**config.mk**
```make
export PLATFORM = sky130hd
export DESIGN_NAME = blob_box_and_shape_scorer_core
export DESIGN_NICKNAME = d
export VERILOG_FILES = /design/src/rtl/core/bbs_pkg.sv /design/src/rtl/core/bbs_front.sv /design/src/rtl/core/bbs_queue.sv /design/src/rtl/core/bbs_back.sv /design/src/rtl/core/blob_box_and_shape_scorer_core.sv
export SDC_FILE = /design/constraint.sdc
export NUM_CORES = 2
export LEC_CHECK = 0
export ABC_AREA = 1
export CORE_ASPECT_RATIO = 0.9
export CORE_UTILIZATION = 40
export CTS_CLUSTER_DIAMETER = 40
export DETAILED_ROUTE_END_ITERATION = 6
export DONT_BUFFER_PORTS = 1
export GPL_TIMING_DRIVEN = 0
export HOLD_SLACK_MARGIN = 0.1
export SYNTH_ARGS = -nofsm -noshare
export SYNTH_HDL_FRONTEND = slang
export SYNTH_SLANG_ARGS = --single-unit
```
**constraint.sdc**
```tcl
create_clock -name clk -period 13.1 [get_ports clk]
set_input_delay 1.965 -clock clk [delete_from_list [all_inputs] [get_ports clk]]
set_output_delay 1.965 -clock clk [all_outputs]
set_load 0.005 [all_outputs]
```
**src/rtl/core/bbs_pkg.sv**
```systemverilog
package bbs_pkg;

  localparam int COUNT_W = 21;
  localparam int RATIO_W = 24;
  localparam int SCORE_W = 7;
  localparam int TGT_W   = 24;

  localparam logic [COUNT_W-1:0] COUNT_MAX  = {COUNT_W{1'b1}};
  localparam logic [RATIO_W-1:0] RATIO_MAX  = {RATIO_W{1'b1}};
  localparam logic [SCORE_W-1:0] SCORE_FULL = 7'd100;

  // configuration register indexes
  localparam logic CFG_VERT_TARGET = 1'b0;
  localparam logic CFG_HORZ_TARGET = 1'b1;

  localparam logic [TGT_W-1:0] VERT_TARGET_RST = 24'd8192;
  localparam logic [TGT_W-1:0] HORZ_TARGET_RST = 24'd385024;

  typedef enum logic [3:0] {
    ST_IDLE,
    ST_AREA,
    ST_PERIM,
    ST_PREP,
    ST_RDIV,
    ST_SQRT,
    ST_RATIO,
    ST_RATDIV,
    ST_QSET,
    ST_QDIV,
    ST_SCALE,
    ST_DONE
  } back_state_t;

  typedef struct packed {
    logic full;
    logic avail;
  } queue_status_t;

endpackage

```
**src/rtl/core/bbs_front.sv**
```systemverilog
module bbs_front #(
  parameter int C = 10
) (
  input  logic                        clk,
  input  logic                        rst,
  input  logic                        accept,
  input  logic [C-1:0]                px,
  input  logic [C-1:0]                py,
  input  logic                        first_point,
  input  logic                        last_point,
  output logic                        push,
  output logic [C-1:0]                snap_left,
  output logic [C-1:0]                snap_top,
  output logic [C:0]                  snap_width,
  output logic [C:0]                  snap_height,
  output logic [bbs_pkg::COUNT_W-1:0] snap_count
);
  import bbs_pkg::*;

  logic [C-1:0]       min_col, max_col, min_row, max_row;
  logic [C-1:0]       min_col_next, max_col_next, min_row_next, max_row_next;
  logic [COUNT_W-1:0] point_count, point_count_next;

  always_comb begin
    if (first_point) begin
      min_col_next     = px;
      max_col_next     = px;
      min_row_next     = py;
      max_row_next     = py;
      point_count_next = COUNT_W'(1);
    end else begin
      min_col_next     = (px < min_col) ? px : min_col;
      max_col_next     = (px > max_col) ? px : max_col;
      min_row_next     = (py < min_row) ? py : min_row;
      max_row_next     = (py > max_row) ? py : max_row;
      point_count_next = (point_count == COUNT_MAX) ? point_count : point_count + 1'b1;
    end
  end

  always_ff @(posedge clk) begin
    if (rst) begin
      min_col     <= '0;
      max_col     <= '0;
      min_row     <= '0;
      max_row     <= '0;
      point_count <= '0;
    end else if (accept) begin
      min_col     <= min_col_next;
      max_col     <= max_col_next;
      min_row     <= min_row_next;
      max_row     <= max_row_next;
      point_count <= point_count_next;
    end
  end

  // snapshot includes the closing point itself
  assign push        = accept & last_point;
  assign snap_left   = min_col_next;
  assign snap_top    = min_row_next;
  assign snap_width  = {1'b0, max_col_next} - {1'b0, min_col_next} + 1'b1;
  assign snap_height = {1'b0, max_row_next} - {1'b0, min_row_next} + 1'b1;
  assign snap_count  = point_count_next;

endmodule

```
**src/rtl/core/bbs_queue.sv**
```systemverilog
module bbs_queue #(
  parameter int W = 8
) (
  input  logic                  clk,
  input  logic                  rst,
  input  logic                  push,
  input  logic [W-1:0]          din,
  input  logic                  pop,
  output logic [W-1:0]          dout,
  output bbs_pkg::queue_status_t status
);
  import bbs_pkg::*;

  logic [W-1:0] mem [2];
  logic         wr_ptr, rd_ptr;
  logic [1:0]   fill;

  always_ff @(posedge clk) begin
    if (push) begin
      mem[wr_ptr] <= din;
    end
  end

  always_ff @(posedge clk) begin
    if (rst) begin
      wr_ptr <= 1'b0;
      rd_ptr <= 1'b0;
      fill   <= 2'd0;
    end else begin
      if (push) begin
        wr_ptr <= ~wr_ptr;
      end
      if (pop) begin
        rd_ptr <= ~rd_ptr;
      end
      fill <= fill + {1'b0, push} - {1'b0, pop};
    end
  end

  assign dout         = mem[rd_ptr];
  assign status.full  = fill[1];
  assign status.avail = (fill != 2'd0);

endmodule

```
**src/rtl/core/bbs_back.sv**
```systemverilog
module bbs_back #(
  parameter int C = 10
) (
  input  logic                        clk,
  input  logic                        rst,
  input  bbs_pkg::queue_status_t      q_status,
  input  logic [C-1:0]                q_left,
  input  logic [C-1:0]                q_top,
  input  logic [C:0]                  q_width,
  input  logic [C:0]                  q_height,
  input  logic [bbs_pkg::COUNT_W-1:0] q_count,
  output logic                        q_pop,
  input  logic [bbs_pkg::TGT_W-1:0]   vert_target,
  input  logic [bbs_pkg::TGT_W-1:0]   horz_target,
  input  logic                        out_stall,
  output logic                        out_valid,
  output logic [C-1:0]                box_left,
  output logic [C-1:0]                box_top,
  output logic [C:0]                  box_width,
  output logic [C:0]                  box_height,
  output logic [bbs_pkg::COUNT_W-1:0] pixel_total,
  output logic [bbs_pkg::SCORE_W-1:0] rect_score,
  output logic [bbs_pkg::SCORE_W-1:0] aspect_score,
  output logic                        is_vertical
);
  import bbs_pkg::*;

  localparam int W1      = C + 1;
  localparam int AW      = 2 * C + 2;
  localparam int PW      = C + 3;
  localparam int SQW     = 2 * PW;
  localparam int NW      = ((29 > AW) ? 29 : AW) + 1;
  localparam int DISC_W  = (SQW > 26) ? SQW : 26;
  localparam int RAD_W   = DISC_W + 16;
  localparam int ROOT_W  = RAD_W / 2;
  localparam int LW      = ((PW + 8 > ROOT_W) ? PW + 8 : ROOT_W) + 1;
  localparam int DW0     = (LW + 16 > NW) ? LW + 16 : NW;
  localparam int DW      = (DW0 > 41) ? DW0 : 41;
  localparam int DSW     = DW + RATIO_W;
  localparam int STEP_W  = $clog2(((ROOT_W > RATIO_W) ? ROOT_W : RATIO_W) + 1);
  localparam int RECT_BITS = SCORE_W;
  localparam int Q_BITS  = 17;

  back_state_t state, state_next;

  logic [C-1:0]       left_r, top_r;
  logic [W1-1:0]      w_r, h_r;
  logic [COUNT_W-1:0] cnt_r;
  logic               vert;
  logic [AW-1:0]      area;
  logic [NW-1:0]      cnt200, nsum;
  logic [PW-1:0]      p;
  logic [SQW-1:0]     sq;
  logic               rsat, ratsat, qsat;
  logic [SCORE_W-1:0] rect;
  logic [23:0]        prod;

  // shared restoring divider
  logic [DW-1:0]      rem;
  logic [DSW-1:0]     dsh;
  logic [RATIO_W-1:0] quo;
  logic [STEP_W-1:0]  step;
  logic               div_ge;

  // square root recurrence
  logic [RAD_W-1:0]   sv, sres, sbit, st;
  logic               sq_ge;

  logic [DISC_W-1:0]  disc_sq, disc_sub, disc;
  logic [ROOT_W-1:0]  root;
  logic [LW-1:0]      p_sh, lng, sht, rnum, rden;
  logic [RATIO_W-1:0] ratio;
  logic [TGT_W-1:0]   tgt;
  logic [Q_BITS-1:0]  qv, mval;
  logic               out_free;

  assign div_ge   = {{(DSW-DW){1'b0}}, rem} >= dsh;
  assign st       = sres + sbit;
  assign sq_ge    = sv >= st;
  assign disc_sq  = DISC_W'(sq);
  assign disc_sub = DISC_W'({cnt_r, 4'b0000});
  assign disc     = (disc_sq > disc_sub) ? disc_sq - disc_sub : '0;
  assign root     = sres[ROOT_W-1:0];
  assign p_sh     = LW'({p, 8'h00});
  assign lng      = p_sh + LW'(root);
  assign sht      = p_sh - LW'(root);
  assign rnum     = vert ? sht : lng;
  assign rden     = vert ? lng : sht;
  assign ratio    = ratsat ? RATIO_MAX : quo;
  assign tgt      = ((vert ? vert_target : horz_target) == '0) ? TGT_W'(1)
                  : (vert ? vert_target : horz_target);
  assign qv       = quo[Q_BITS-1:0];
  assign mval     = qsat ? '0
                  : (qv <= Q_BITS'(65536)) ? qv : Q_BITS'(131072) - qv;
  assign out_free = !out_valid || !out_stall;
  assign q_pop    = (state == ST_IDLE) && q_status.avail;

  always_ff @(posedge clk) begin
    if (rst) begin
      state <= ST_IDLE;
    end else begin
      state <= state_next;
    end
  end

  always_comb begin
    state_next = state;
    unique case (state)
      ST_IDLE:   if (q_status.avail) state_next = ST_AREA;
      ST_AREA:   state_next = ST_PERIM;
      ST_PERIM:  state_next = ST_PREP;
      ST_PREP:   state_next = ST_RDIV;
      ST_RDIV:   if (step == '0) state_next = ST_SQRT;
      ST_SQRT:   if (step == '0) state_next = ST_RATIO;
      ST_RATIO:  state_next = ST_RATDIV;
      ST_RATDIV: if (step == '0) state_next = ST_QSET;
      ST_QSET:   state_next = ST_QDIV;
      ST_QDIV:   if (step == '0) state_next = ST_SCALE;
      ST_SCALE:  state_next = ST_DONE;
      ST_DONE:   if (out_free) state_next = ST_IDLE;
      default:   state_next = ST_IDLE;
    endcase
  end

  always_ff @(posedge clk) begin
    case (state)
      ST_IDLE: begin
        left_r <= q_left;
        top_r  <= q_top;
        w_r    <= q_width;
        h_r    <= q_height;
        cnt_r  <= q_count;
      end
      ST_AREA: begin
        area   <= w_r * h_r;
        cnt200 <= NW'(cnt_r) * NW'(200);
        p      <= PW'({w_r, 1'b0}) + PW'({h_r, 1'b0});
        vert   <= h_r > w_r;
      end
      ST_PERIM: begin
        sq   <= p * p;
        nsum <= cnt200 + NW'(area);
      end
      ST_PREP: begin
        rsat <= (NW + 8)'(nsum) >= (NW + 8)'(area) * (NW + 8)'(202);
        rem  <= DW'(nsum);
        dsh  <= DSW'({area, 1'b0, 6'b000000});
        quo  <= '0;
        step <= STEP_W'(RECT_BITS - 1);
        sv   <= {disc, 16'h0000};
        sres <= '0;
        sbit <= RAD_W'(1) << (RAD_W - 2);
      end
      ST_RDIV, ST_RATDIV, ST_QDIV: begin
        if (div_ge) begin
          rem <= rem - dsh[DW-1:0];
        end
        quo  <= {quo[RATIO_W-2:0], div_ge};
        dsh  <= dsh >> 1;
        if (step == '0) begin
          step <= STEP_W'(ROOT_W - 1);
        end else begin
          step <= step - 1'b1;
        end
      end
      ST_SQRT: begin
        rect <= rsat ? SCORE_FULL : quo[SCORE_W-1:0];
        if (sq_ge) begin
          sv   <= sv - st;
          sres <= (sres >> 1) + sbit;
        end else begin
          sres <= sres >> 1;
        end
        sbit <= sbit >> 2;
        step <= step - 1'b1;
      end
      ST_RATIO: begin
        ratsat <= (LW + 8)'(rnum) >= (LW + 8)'({rden, 8'h00});
        rem    <= DW'({rnum, 16'h0000});
        dsh    <= DSW'({rden, 23'h0});
        quo    <= '0;
        step   <= STEP_W'(RATIO_W - 1);
      end
      ST_QSET: begin
        qsat <= (TGT_W + 1)'(ratio) >= {tgt, 1'b0};
        rem  <= DW'({ratio, 16'h0000});
        dsh  <= DSW'({tgt, 16'h0000});
        quo  <= '0;
        step <= STEP_W'(Q_BITS - 1);
      end
      ST_SCALE: begin
        prod <= 24'(mval) * 24'd100;
      end
      default: begin
      end
    endcase
  end

  // result register, parts the scorer from the consumer
  always_ff @(posedge clk) begin
    if (rst) begin
      out_valid <= 1'b0;
    end else if (state == ST_DONE && out_free) begin
      out_valid <= 1'b1;
    end else if (!out_stall) begin
      out_valid <= 1'b0;
    end
  end

  always_ff @(posedge clk) begin
    if (state == ST_DONE && out_free) begin
      box_left     <= left_r;
      box_top      <= top_r;
      box_width    <= w_r;
      box_height   <= h_r;
      pixel_total  <= cnt_r;
      rect_score   <= rect;
      aspect_score <= SCORE_W'((25'(prod) + 25'd32768) >> 16);
      is_vertical  <= vert;
    end
  end

endmodule

```
**src/rtl/core/blob_box_and_shape_scorer_core.sv**
```systemverilog
// Channel | Handshake              | Payload
// --------+------------------------+------------------------------------------
// in      | in_valid / in_stall    | px, py, first_point, last_point
// out     | out_valid / out_stall  | box_left, box_top, box_width, box_height,
//         |                        | pixel_total, rect_score, aspect_score,
//         |                        | is_vertical
// cfg     | cfg_valid / cfg_ready  | cfg_index, cfg_data
//
// Points go in one per cycle unless stalled; the box tracker updates on transfer.
// Each particle in the back end runs a rect divide, a square root, a ratio
// divide and a target divide, with setup, handoff and output states around them.
// The divider is shared by the three divides, and the back end takes a new
// particle only once the last has left ST_DONE; a stalled result holds it there.
// A two-entry queue holds closed particles; in_stall rises only while it is full.
// Reset (rst, synchronous) clears the box, count, queue and targets to defaults.
module blob_box_and_shape_scorer_core #(
  parameter int COORD_BITS = 10
) (
  input  logic                        clk,
  input  logic                        rst,
  // pixel stream
  input  logic                        in_valid,
  output logic                        in_stall,
  input  logic [COORD_BITS-1:0]       px,
  input  logic [COORD_BITS-1:0]       py,
  input  logic                        first_point,
  input  logic                        last_point,
  // particle results
  output logic                        out_valid,
  input  logic                        out_stall,
  output logic [COORD_BITS-1:0]       box_left,
  output logic [COORD_BITS-1:0]       box_top,
  output logic [COORD_BITS:0]         box_width,
  output logic [COORD_BITS:0]         box_height,
  output logic [bbs_pkg::COUNT_W-1:0] pixel_total,
  output logic [bbs_pkg::SCORE_W-1:0] rect_score,
  output logic [bbs_pkg::SCORE_W-1:0] aspect_score,
  output logic                        is_vertical,
  // register writes
  input  logic                        cfg_valid,
  output logic                        cfg_ready,
  input  logic                        cfg_index,
  input  logic [bbs_pkg::TGT_W-1:0]   cfg_data
);
  import bbs_pkg::*;

  localparam int C      = COORD_BITS;
  localparam int SNAP_W = 4 * C + 2 + COUNT_W;

  logic [TGT_W-1:0]   vert_target, horz_target;
  logic               in_xfer, push;
  logic [C-1:0]       s_left, s_top, d_left, d_top;
  logic [C:0]         s_width, s_height, d_width, d_height;
  logic [COUNT_W-1:0] s_count, d_count;
  logic [SNAP_W-1:0]  q_dout;
  logic               q_pop;
  queue_status_t      q_status;

  // targets, always ready; user writes only with no particle in flight, unchecked
  assign cfg_ready = 1'b1;

  always_ff @(posedge clk) begin
    if (rst) begin
      vert_target <= VERT_TARGET_RST;
      horz_target <= HORZ_TARGET_RST;
    end else if (cfg_valid && cfg_ready) begin
      unique case (cfg_index)
        CFG_VERT_TARGET: vert_target <= cfg_data;
        CFG_HORZ_TARGET: horz_target <= cfg_data;
        default: begin
        end
      endcase
    end
  end

  assign in_stall = q_status.full;
  assign in_xfer  = in_valid && !in_stall;

  // front: per-point box and count tracking
  bbs_front #(.C(C)) u_front (
    .clk         (clk),
    .rst         (rst),
    .accept      (in_xfer),
    .px          (px),
    .py          (py),
    .first_point (first_point),
    .last_point  (last_point),
    .push        (push),
    .snap_left   (s_left),
    .snap_top    (s_top),
    .snap_width  (s_width),
    .snap_height (s_height),
    .snap_count  (s_count)
  );

  bbs_queue #(.W(SNAP_W)) u_queue (
    .clk    (clk),
    .rst    (rst),
    .push   (push),
    .din    ({s_left, s_top, s_width, s_height, s_count}),
    .pop    (q_pop),
    .dout   (q_dout),
    .status (q_status)
  );

  assign {d_left, d_top, d_width, d_height, d_count} = q_dout;

  // back: multi-cycle scoring per particle
  bbs_back #(.C(C)) u_back (
    .clk          (clk),
    .rst          (rst),
    .q_status     (q_status),
    .q_left       (d_left),
    .q_top        (d_top),
    .q_width      (d_width),
    .q_height     (d_height),
    .q_count      (d_count),
    .q_pop        (q_pop),
    .vert_target  (vert_target),
    .horz_target  (horz_target),
    .out_stall    (out_stall),
    .out_valid    (out_valid),
    .box_left     (box_left),
    .box_top      (box_top),
    .box_width    (box_width),
    .box_height   (box_height),
    .pixel_total  (pixel_total),
    .rect_score   (rect_score),
    .aspect_score (aspect_score),
    .is_vertical  (is_vertical)
  );

  a_rect_range: assert property (@(posedge clk) disable iff (rst)
    out_valid |-> rect_score <= SCORE_FULL)
    else $error("rect_score above full scale");

  a_aspect_range: assert property (@(posedge clk) disable iff (rst)
    out_valid |-> aspect_score <= SCORE_FULL)
    else $error("aspect_score above full scale");

  a_vert_flag: assert property (@(posedge clk) disable iff (rst)
    out_valid |-> is_vertical == (box_height > box_width))
    else $error("is_vertical disagrees with box extents");

  a_no_pop_empty: assert property (@(posedge clk) disable iff (rst)
    q_pop |-> q_status.avail)
    else $error("queue read while empty");

endmodule
```
# Word level (Yosys, flattened, before mapping)
# Memories as Yosys holds them, arrays and structs flattened. A register that Yosys moved wholly into a read port is not among the register bits.
# Cells that the tools add are included.
totals:
  out_inout_bits: 81
  mem_bits_rw: 126
  latchBits: 0
  inputBits: 52
  register_bits: 606
  mem_bits_ro: 0
  n_memories: 1
mem_list:
  columns: ["name", "depth", "width", "read_ports", "rd_ports_with_merged_regs", "write_ports", "line", "text"]
  rows:
  - ["u_queue.mem", 2, 63, 1, 1, 1, "bbs_queue.sv:14", "logic [W-1:0] mem [2];"]
op_classes:
  reduce_logical: 22
  n_bitwise: 4
  n_mux: 40
  add_sub_neg: 19
  n_eq_ne: 21
  n_div: 0
  n_lt_le_gt_ge: 12
  shift: 0
  mul: 5
ops:
  columns: ["cell", "count"]
  rows:
  - ["$pmux W65 S4", 1]
  - ["$pmux W42 S2", 3]
  - ["$pmux W41 S4", 1]
  - ["$mux W42", 2]
  - ["$mux W10", 8]
  - ["$mux W24", 3]
  - ["$ge A41 B65 Y1", 1]
  - ["$pmux W24 S2", 1]
  - ["$pmux W4 S12", 1]
  - ["$mux W22", 2]
  - ["$add A41 B42 Y42", 1]
  - ["$add A42 B42 Y42", 1]
  - ["$ge A42 B42 Y1", 1]
  - ["$mux W21", 2]
  - ["$sub A42 B42 Y42", 1]
  - ["$mux W41", 1]
  - ["$sub A41 B41 Y41", 1]
  - ["$mux W17", 2]
  - ["$add A29 B22 Y30", 1]
  - ["$ge A22 B30 Y1", 1]
  - ["$ge A30 B30 Y1", 1]
  - ["$mul A22 B7 Y29 const B", 1]
  - ["$gt A26 B25 Y1", 1]
  - ["$mul A13 B13 Y26", 1]
  - ["other kinds (45)", 84]

# Longest topological paths before layout
depth:
  word_depth: 5
  ltp_mapped: 28

# Modules after synthesis
# From an unflattened synthesis, not the netlist that was laid out.
hier_totals:
  hier_cells: 7353
  hier_area_um2: 61554.0
modules_own_cells:
  columns: ["module", "instances", "cells_per_inst", "area_each_um2"]
  rows:
  - ["bbs_back", 1, 5941, 48851.9]
  - ["bbs_front", 1, 921, 5740.5]
  - ["bbs_queue", 1, 227, 5077.4]
  - ["blob_box_and_shape_scorer_core", 1, 264, 1884.3]

# Worst setup path before layout
# No wires, ideal clock.
synth_timing:
  path_type: "in2reg"
  startpoint: "input in_valid"
  endpoint: "memory u_queue.mem[0][0] (netlist bit) (enable)"
  arrival_time_ps: 5361
  required_time_ps: 12616
  path_buffers: 2
  setup_slack_ps: 7255
  cell_stages: 6
  path_cell_list: "nand2_1 > clkbuf_1 > inv_1 > clkbuf_1 > nand2_1 > nor2_1"
synth_between:
  elab_chain_len: 4
synth_rtl:
  columns: ["item", "line", "text"]
  rows:
  - ["from (decl)", "blob_box_and_shape_scorer_core.sv:22", "input logic in_valid,"]
  - ["$logic_and A1 B1 Y1", "blob_box_and_shape_scorer_core.sv:77", "assign in_xfer = in_valid && !in_stall;"]
  - ["$and A1 B1 Y1", "bbs_front.sv:57", "assign push = accept & last_point;"]
  - ["$mux W1", "bbs_queue.sv:19", "if (push) begin"]
  - ["$mux W1 (not written as such)", "bbs_queue.sv:20", "mem[wr_ptr] <= din;"]
  - ["to (decl)", "bbs_queue.sv:14", null]
# No other way between the ends.

# Final worst setup path
layout_timing:
  startpoint: "register u_back.p[10]"
  endpoint: "register u_back.sq[23] (netlist: u_back.disc_sq[23]), data pin"
layout_between:
  elab_chain_len: 1
layout_rtl:
  columns: ["item", "line", "text"]
  rows:
  - ["from (decl)", "bbs_back.sv:52", "logic [PW-1:0] p;"]
  - ["from (signal assigned)", "bbs_back.sv:137", "p <= PW'({w_r, 1'b0}) + PW'({h_r, 1'b0});"]
  - ["$mul A13 B13 Y26", "bbs_back.sv:141", "sq <= p * p;"]
  - ["to (signal assigned)", "bbs_back.sv:141", null]
  - ["to (decl)", "bbs_back.sv:53", "logic [SQW-1:0] sq;"]
# No other way between the ends.
# A chain may end at the register's enable or synchronous reset.

==> impl_metrics.xml <==
<?xml version="1.0" encoding="UTF-8"?>
<metrics>
  <group name="run_status">
    <metric name="status" unit="">finished clean</metric>
  </group>
  <group name="synthesis">
    <metric name="synthesis_stage_register_bit_count" unit="">737</metric>
    <metric name="synth.yosys.seq_area_share" unit="%">34.5</metric>
    <metric name="synth_top_cell_by_area" unit="">edfxtp_1</metric>
    <metric name="synthDistinctLibCells" unit="">78</metric>
    <metric name="compound_gate_portion_of_the_synthesized_area" unit="%">12.7</metric>
    <metric name="netlist.area_leader.share" unit="%">30.6</metric>
    <metric name="cell_types_with_the_largest_area_share_after_synthesis" unit="">edfxtp_1, ha_1, nand2_1</metric>
    <metric name="ys_async_sr_fraction" unit="%">0</metric>
    <metric name="yosys_warning_count" unit="">0</metric>
    <metric name="yosys.area_share.xor_xnor" unit="%">3.81</metric>
    <metric name="synth-simple-area-share" unit="%">17.7</metric>
    <metric name="main_combinational_cell_family_by_area_after_synthesis" unit="">adder cells</metric>
    <metric name="synth_edf_count" unit="">619</metric>
    <metric name="synthTopCellsByCount" unit="">nand2_1, inv_1, ha_1</metric>
    <metric name="share_of_cell_area_taken_by_muxes_after_synthesis" unit="%">0.398</metric>
    <metric name="post_synth_top_flop" unit="">edfxtp_1</metric>
    <metric name="syn-instance-count" unit="">7339</metric>
    <metric name="postSynthAreaPerCell" unit="um^2">8.27</metric>
    <metric name="synthMostInstantiatedCell" unit="">nand2_1</metric>
    <metric name="synth_fa_ha_area_share" unit="%">21.8</metric>
    <metric name="synth_area" unit="mm^2">0.0607</metric>
    <metric name="postSynthNetCount" unit="">8312</metric>
  </group>
  <group name="route">
    <metric name="topRoutingLayerUsed" unit="">met5</metric>
    <metric name="routed_wire_length" unit="um">186000</metric>
    <metric name="drcViolationCount" unit="">0</metric>
    <metric name="route.layer.met1.wl" unit="um">84600</metric>
    <metric name="wl_met3" unit="um">13800</metric>
    <metric name="wl_met2" unit="um">83300</metric>
    <metric name="routed_wire_length_per_instance" unit="um">19.4</metric>
    <metric name="vias" unit="">50600</metric>
    <metric name="first_pass_iters" unit="">7</metric>
    <metric name="drt-initial-drc-count" unit="">4013</metric>
    <metric name="viasPerCell" unit="">5.30</metric>
    <metric name="final_antenna_net_count" unit="">0</metric>
  </group>
  <group name="setup_path">
    <metric name="slowest_stage" unit="">edfxtp_1</metric>
    <metric name="critical_path_required" unit="ns">13.64</metric>
    <metric name="critical_path.startpoint_type" unit="">flip-flop</metric>
    <metric name="critical-path-top-cell-by-count" unit="">fa_1</metric>
    <metric name="worst_ep_arrival_time" unit="ns">6.60</metric>
    <metric name="crit_family" unit="">adder cells</metric>
    <metric name="critical_path_peak_fanout" unit="">10</metric>
    <metric name="cpPeakStageDelay" unit="ns">0.67</metric>
    <metric name="timing.reg2reg.setup_slack" unit="ns">7.03</metric>
    <metric name="timing.critical_path.to_type" unit="">flip-flop</metric>
    <metric name="cp.buffers_inverters" unit="">4</metric>
    <metric name="crit_path_cell_trace" unit="">clkbuf_1, nand2_1, fa_1, inv_1, fa_1, inv_1, fa_1, fa_1, inv_1, fa_1, ha_1, nand2_1, nor2_1, o21ai_0, o211ai_1, a31oi_1, o21bai_1, nand2_1, nand2_1, xor2_1</metric>
    <metric name="critPathKind" unit="">flip-flop to flip-flop</metric>
  </group>
  <group name="timing">
    <metric name="maxSlewViolCount" unit="">0</metric>
    <metric name="finalCritPeriodShare" unit="%">46.3</metric>
    <metric name="hold_violations" unit="">0</metric>
    <metric name="finalWorstPathRequiredPeriod" unit="ns">6.07</metric>
    <metric name="finalSetupViolations" unit="">0</metric>
    <metric name="relSlewSlack" unit="%">3.65</metric>
    <metric name="fmaxAchievable" unit="GHz">0.165</metric>
    <metric name="worst_hold_margin" unit="ns">0.366</metric>
    <metric name="transition_time_at_the_pin_with_the_least_slew_margin" unit="ns">1.44</metric>
    <metric name="rsz0062_at_grt" unit="">no</metric>
    <metric name="worst_clock_skew" unit="ns">0.0891</metric>
    <metric name="tns" unit="ns">0</metric>
  </group>
  <group name="clock_tree">
    <metric name="numCtsBuffers" unit="">120</metric>
    <metric name="ctsRootBufferMaster" unit="">clkbuf_16</metric>
    <metric name="post_cts.repair.setup_buffers" unit="">0</metric>
    <metric name="max_h_tree_level" unit="">3</metric>
    <metric name="cts_repair_resize_count" unit="">0</metric>
    <metric name="clock_tree_from_tritoncts" unit="">done</metric>
    <metric name="post_cts_hold_buffer_count" unit="">0</metric>
    <metric name="tritoncts_num_sinks" unit="">737</metric>
    <metric name="cts.path.max_buffers" unit="">3</metric>
    <metric name="cts.reportedPaths.clkPinSlew" unit="ns">0.06</metric>
    <metric name="insertion_delay" unit="ns">0.80</metric>
  </group>
  <group name="global_route">
    <metric name="globalRoute.totalOverflow" unit="">0</metric>
    <metric name="grt_max_degree" unit="">64</metric>
    <metric name="grt_pass1_wl" unit="um">285000</metric>
    <metric name="globalRouteTotalUtil" unit="%">24.1</metric>
    <metric name="antenna_found_initial" unit="">7</metric>
    <metric name="number_of_global_route_vias_before_repair" unit="">49100</metric>
  </group>
  <group name="cells_and_area">
    <metric name="total_of_fill_cells_in_the_finished_design" unit="">14800</metric>
    <metric name="syn_to_final_growth" unit="%">11.6</metric>
    <metric name="final_layout_size_suffix_gt1_share" unit="%">5.10</metric>
    <metric name="layout.nets" unit="">8449</metric>
    <metric name="postLayoutCellArea" unit="mm^2">0.0677</metric>
  </group>
  <group name="die">
    <metric name="num_io_pins" unit="">133</metric>
    <metric name="core-area" unit="mm^2">0.151</metric>
    <metric name="core.rowCount" unit="">135</metric>
    <metric name="die_width" unit="um">413</metric>
    <metric name="start_util" unit="%">40.3</metric>
    <metric name="fp.dieArea" unit="mm^2">0.153</metric>
    <metric name="die_height" unit="um">372</metric>
  </group>
  <group name="placement">
    <metric name="port-buffer-count" unit="">0</metric>
    <metric name="place.gp.congestion" unit="">0.979</metric>
    <metric name="dp_hpwl" unit="um">151000</metric>
    <metric name="dpl_cell_area" unit="mm^2">0.0636</metric>
  </group>
  <group name="worst_hold_path">
    <metric name="holdCritPathClass" unit="">flip-flop to flip-flop</metric>
  </group>
  <group name="flow_run">
    <metric name="cap_violations" unit="">0</metric>
  </group>
</metrics>
-- worst reg2reg max path, cell delays in order, from the launching register on --
cell	delay (ns)
edfxtp_1	0.67
clkbuf_1	0.53
nand2_1	0.22
fa_1	0.53
inv_1	0.05
fa_1	0.53
inv_1	0.06
fa_1	0.52
fa_1	0.54
inv_1	0.05
fa_1	0.52
ha_1	0.40
nand2_1	0.10
nor2_1	0.20
o21ai_0	0.13
o211ai_1	0.15
a31oi_1	0.13
o21bai_1	0.27
nand2_1	0.08
nand2_1	0.08
xor2_1	0.06
-- routing by layer --
metal	vias to the layer above	GRT usage, %
met5	-	0
met4	8	5.91
met3	245	4.72
met2	1478	38.6
met1	24200	33.3
li1	24700	-
-- final cells by class --
class	instances	area (um^2)	area share, %
multi-input combinational	5175	34300	50.7
sequential	737	21000	30.9
inverter	1260	4730	6.98
clock buffer	142	3210	4.74
tap	1986	2480	3.67
clock inverter	80	937	1.38
buffer	167	753	1.11
timing repair buffer	15	330	0.488
antenna	2	5.00	0.00739
-- registers in the layout, indices dropped and copies added, names as in the netlist, 23 cells and up --
signal and count:
u_queue.mem 126, u_back.dsh 45, u_back.sres 42, u_back.sv 42, u_back.rem 41, u_back.nsum 30
u_back.cnt200 26, horz_target 24, u_back.quo 24, vert_target 24, u_back.disc_sq 23
-- final timing paths --
check | from | endpoint | cells after the start
setup / recovery | u_back.p[10]$_DFFE_PP_ | u_back.disc_sq[23]$_DFFE_PP_ | 20
hold / removal | u_back.left_r[0]$_DFFE_PP_ | u_back.box_left[0]$_DFFE_PP_ | 0
setup reg to reg | u_back.p[10]$_DFFE_PP_ | u_back.disc_sq[23]$_DFFE_PP_ | 20
hold reg to reg | u_back.left_r[0]$_DFFE_PP_ | u_back.box_left[0]$_DFFE_PP_ | 0
-- per-stage QoR --
stage          std cells  utilization, %  setup slack (ns)
2_1_floorplan       7339               -              7.25
6_report            9564            45.0              7.03
5_1_grt             9562            45.0              6.76
3_5_place_dp        9340            42.3              7.09
4_1_cts             9562            45.0              7.08
3_3_place_gp        9325            42.0              3.92
-- kinds of logic (layout without fill, tap and decap cells) --
| logic type | after synthesis | count (layout) |
|---|---|---|
| AO/OA/AOI/OAI | 1375 | 1375 |
| buffers and inverters | 1427 | 1664 |
| AND/OR/NAND/NOR | 2590 | 2590 |
| adder cells (fa/ha/maj) | 921 | 921 |
| XOR/XNOR | 264 | 264 |
| other | 1 | 3 |
| flip-flops | 737 | 737 |
| multiplexers | 24 | 24 |
-- layout by cell type (no fill, tap or decap), drive strengths merged, types with 118 or more instances in the layout --
| cell type | instances |
|---|---|
| ha | 691 |
| dfxtp | 118 |
| clkbuf | 260 |
| nor2 | 629 |
| a21oi | 549 |
| edfxtp | 619 |
| nand3 | 237 |
| fa | 230 |
| nand2 | 1484 |
| inv | 1278 |
| o21ai | 537 |
| xor2 | 169 |
Power is left out: the tool's default activity adds up to more than one toggle a clock period on the data nets, which glitch-free logic cannot reach.
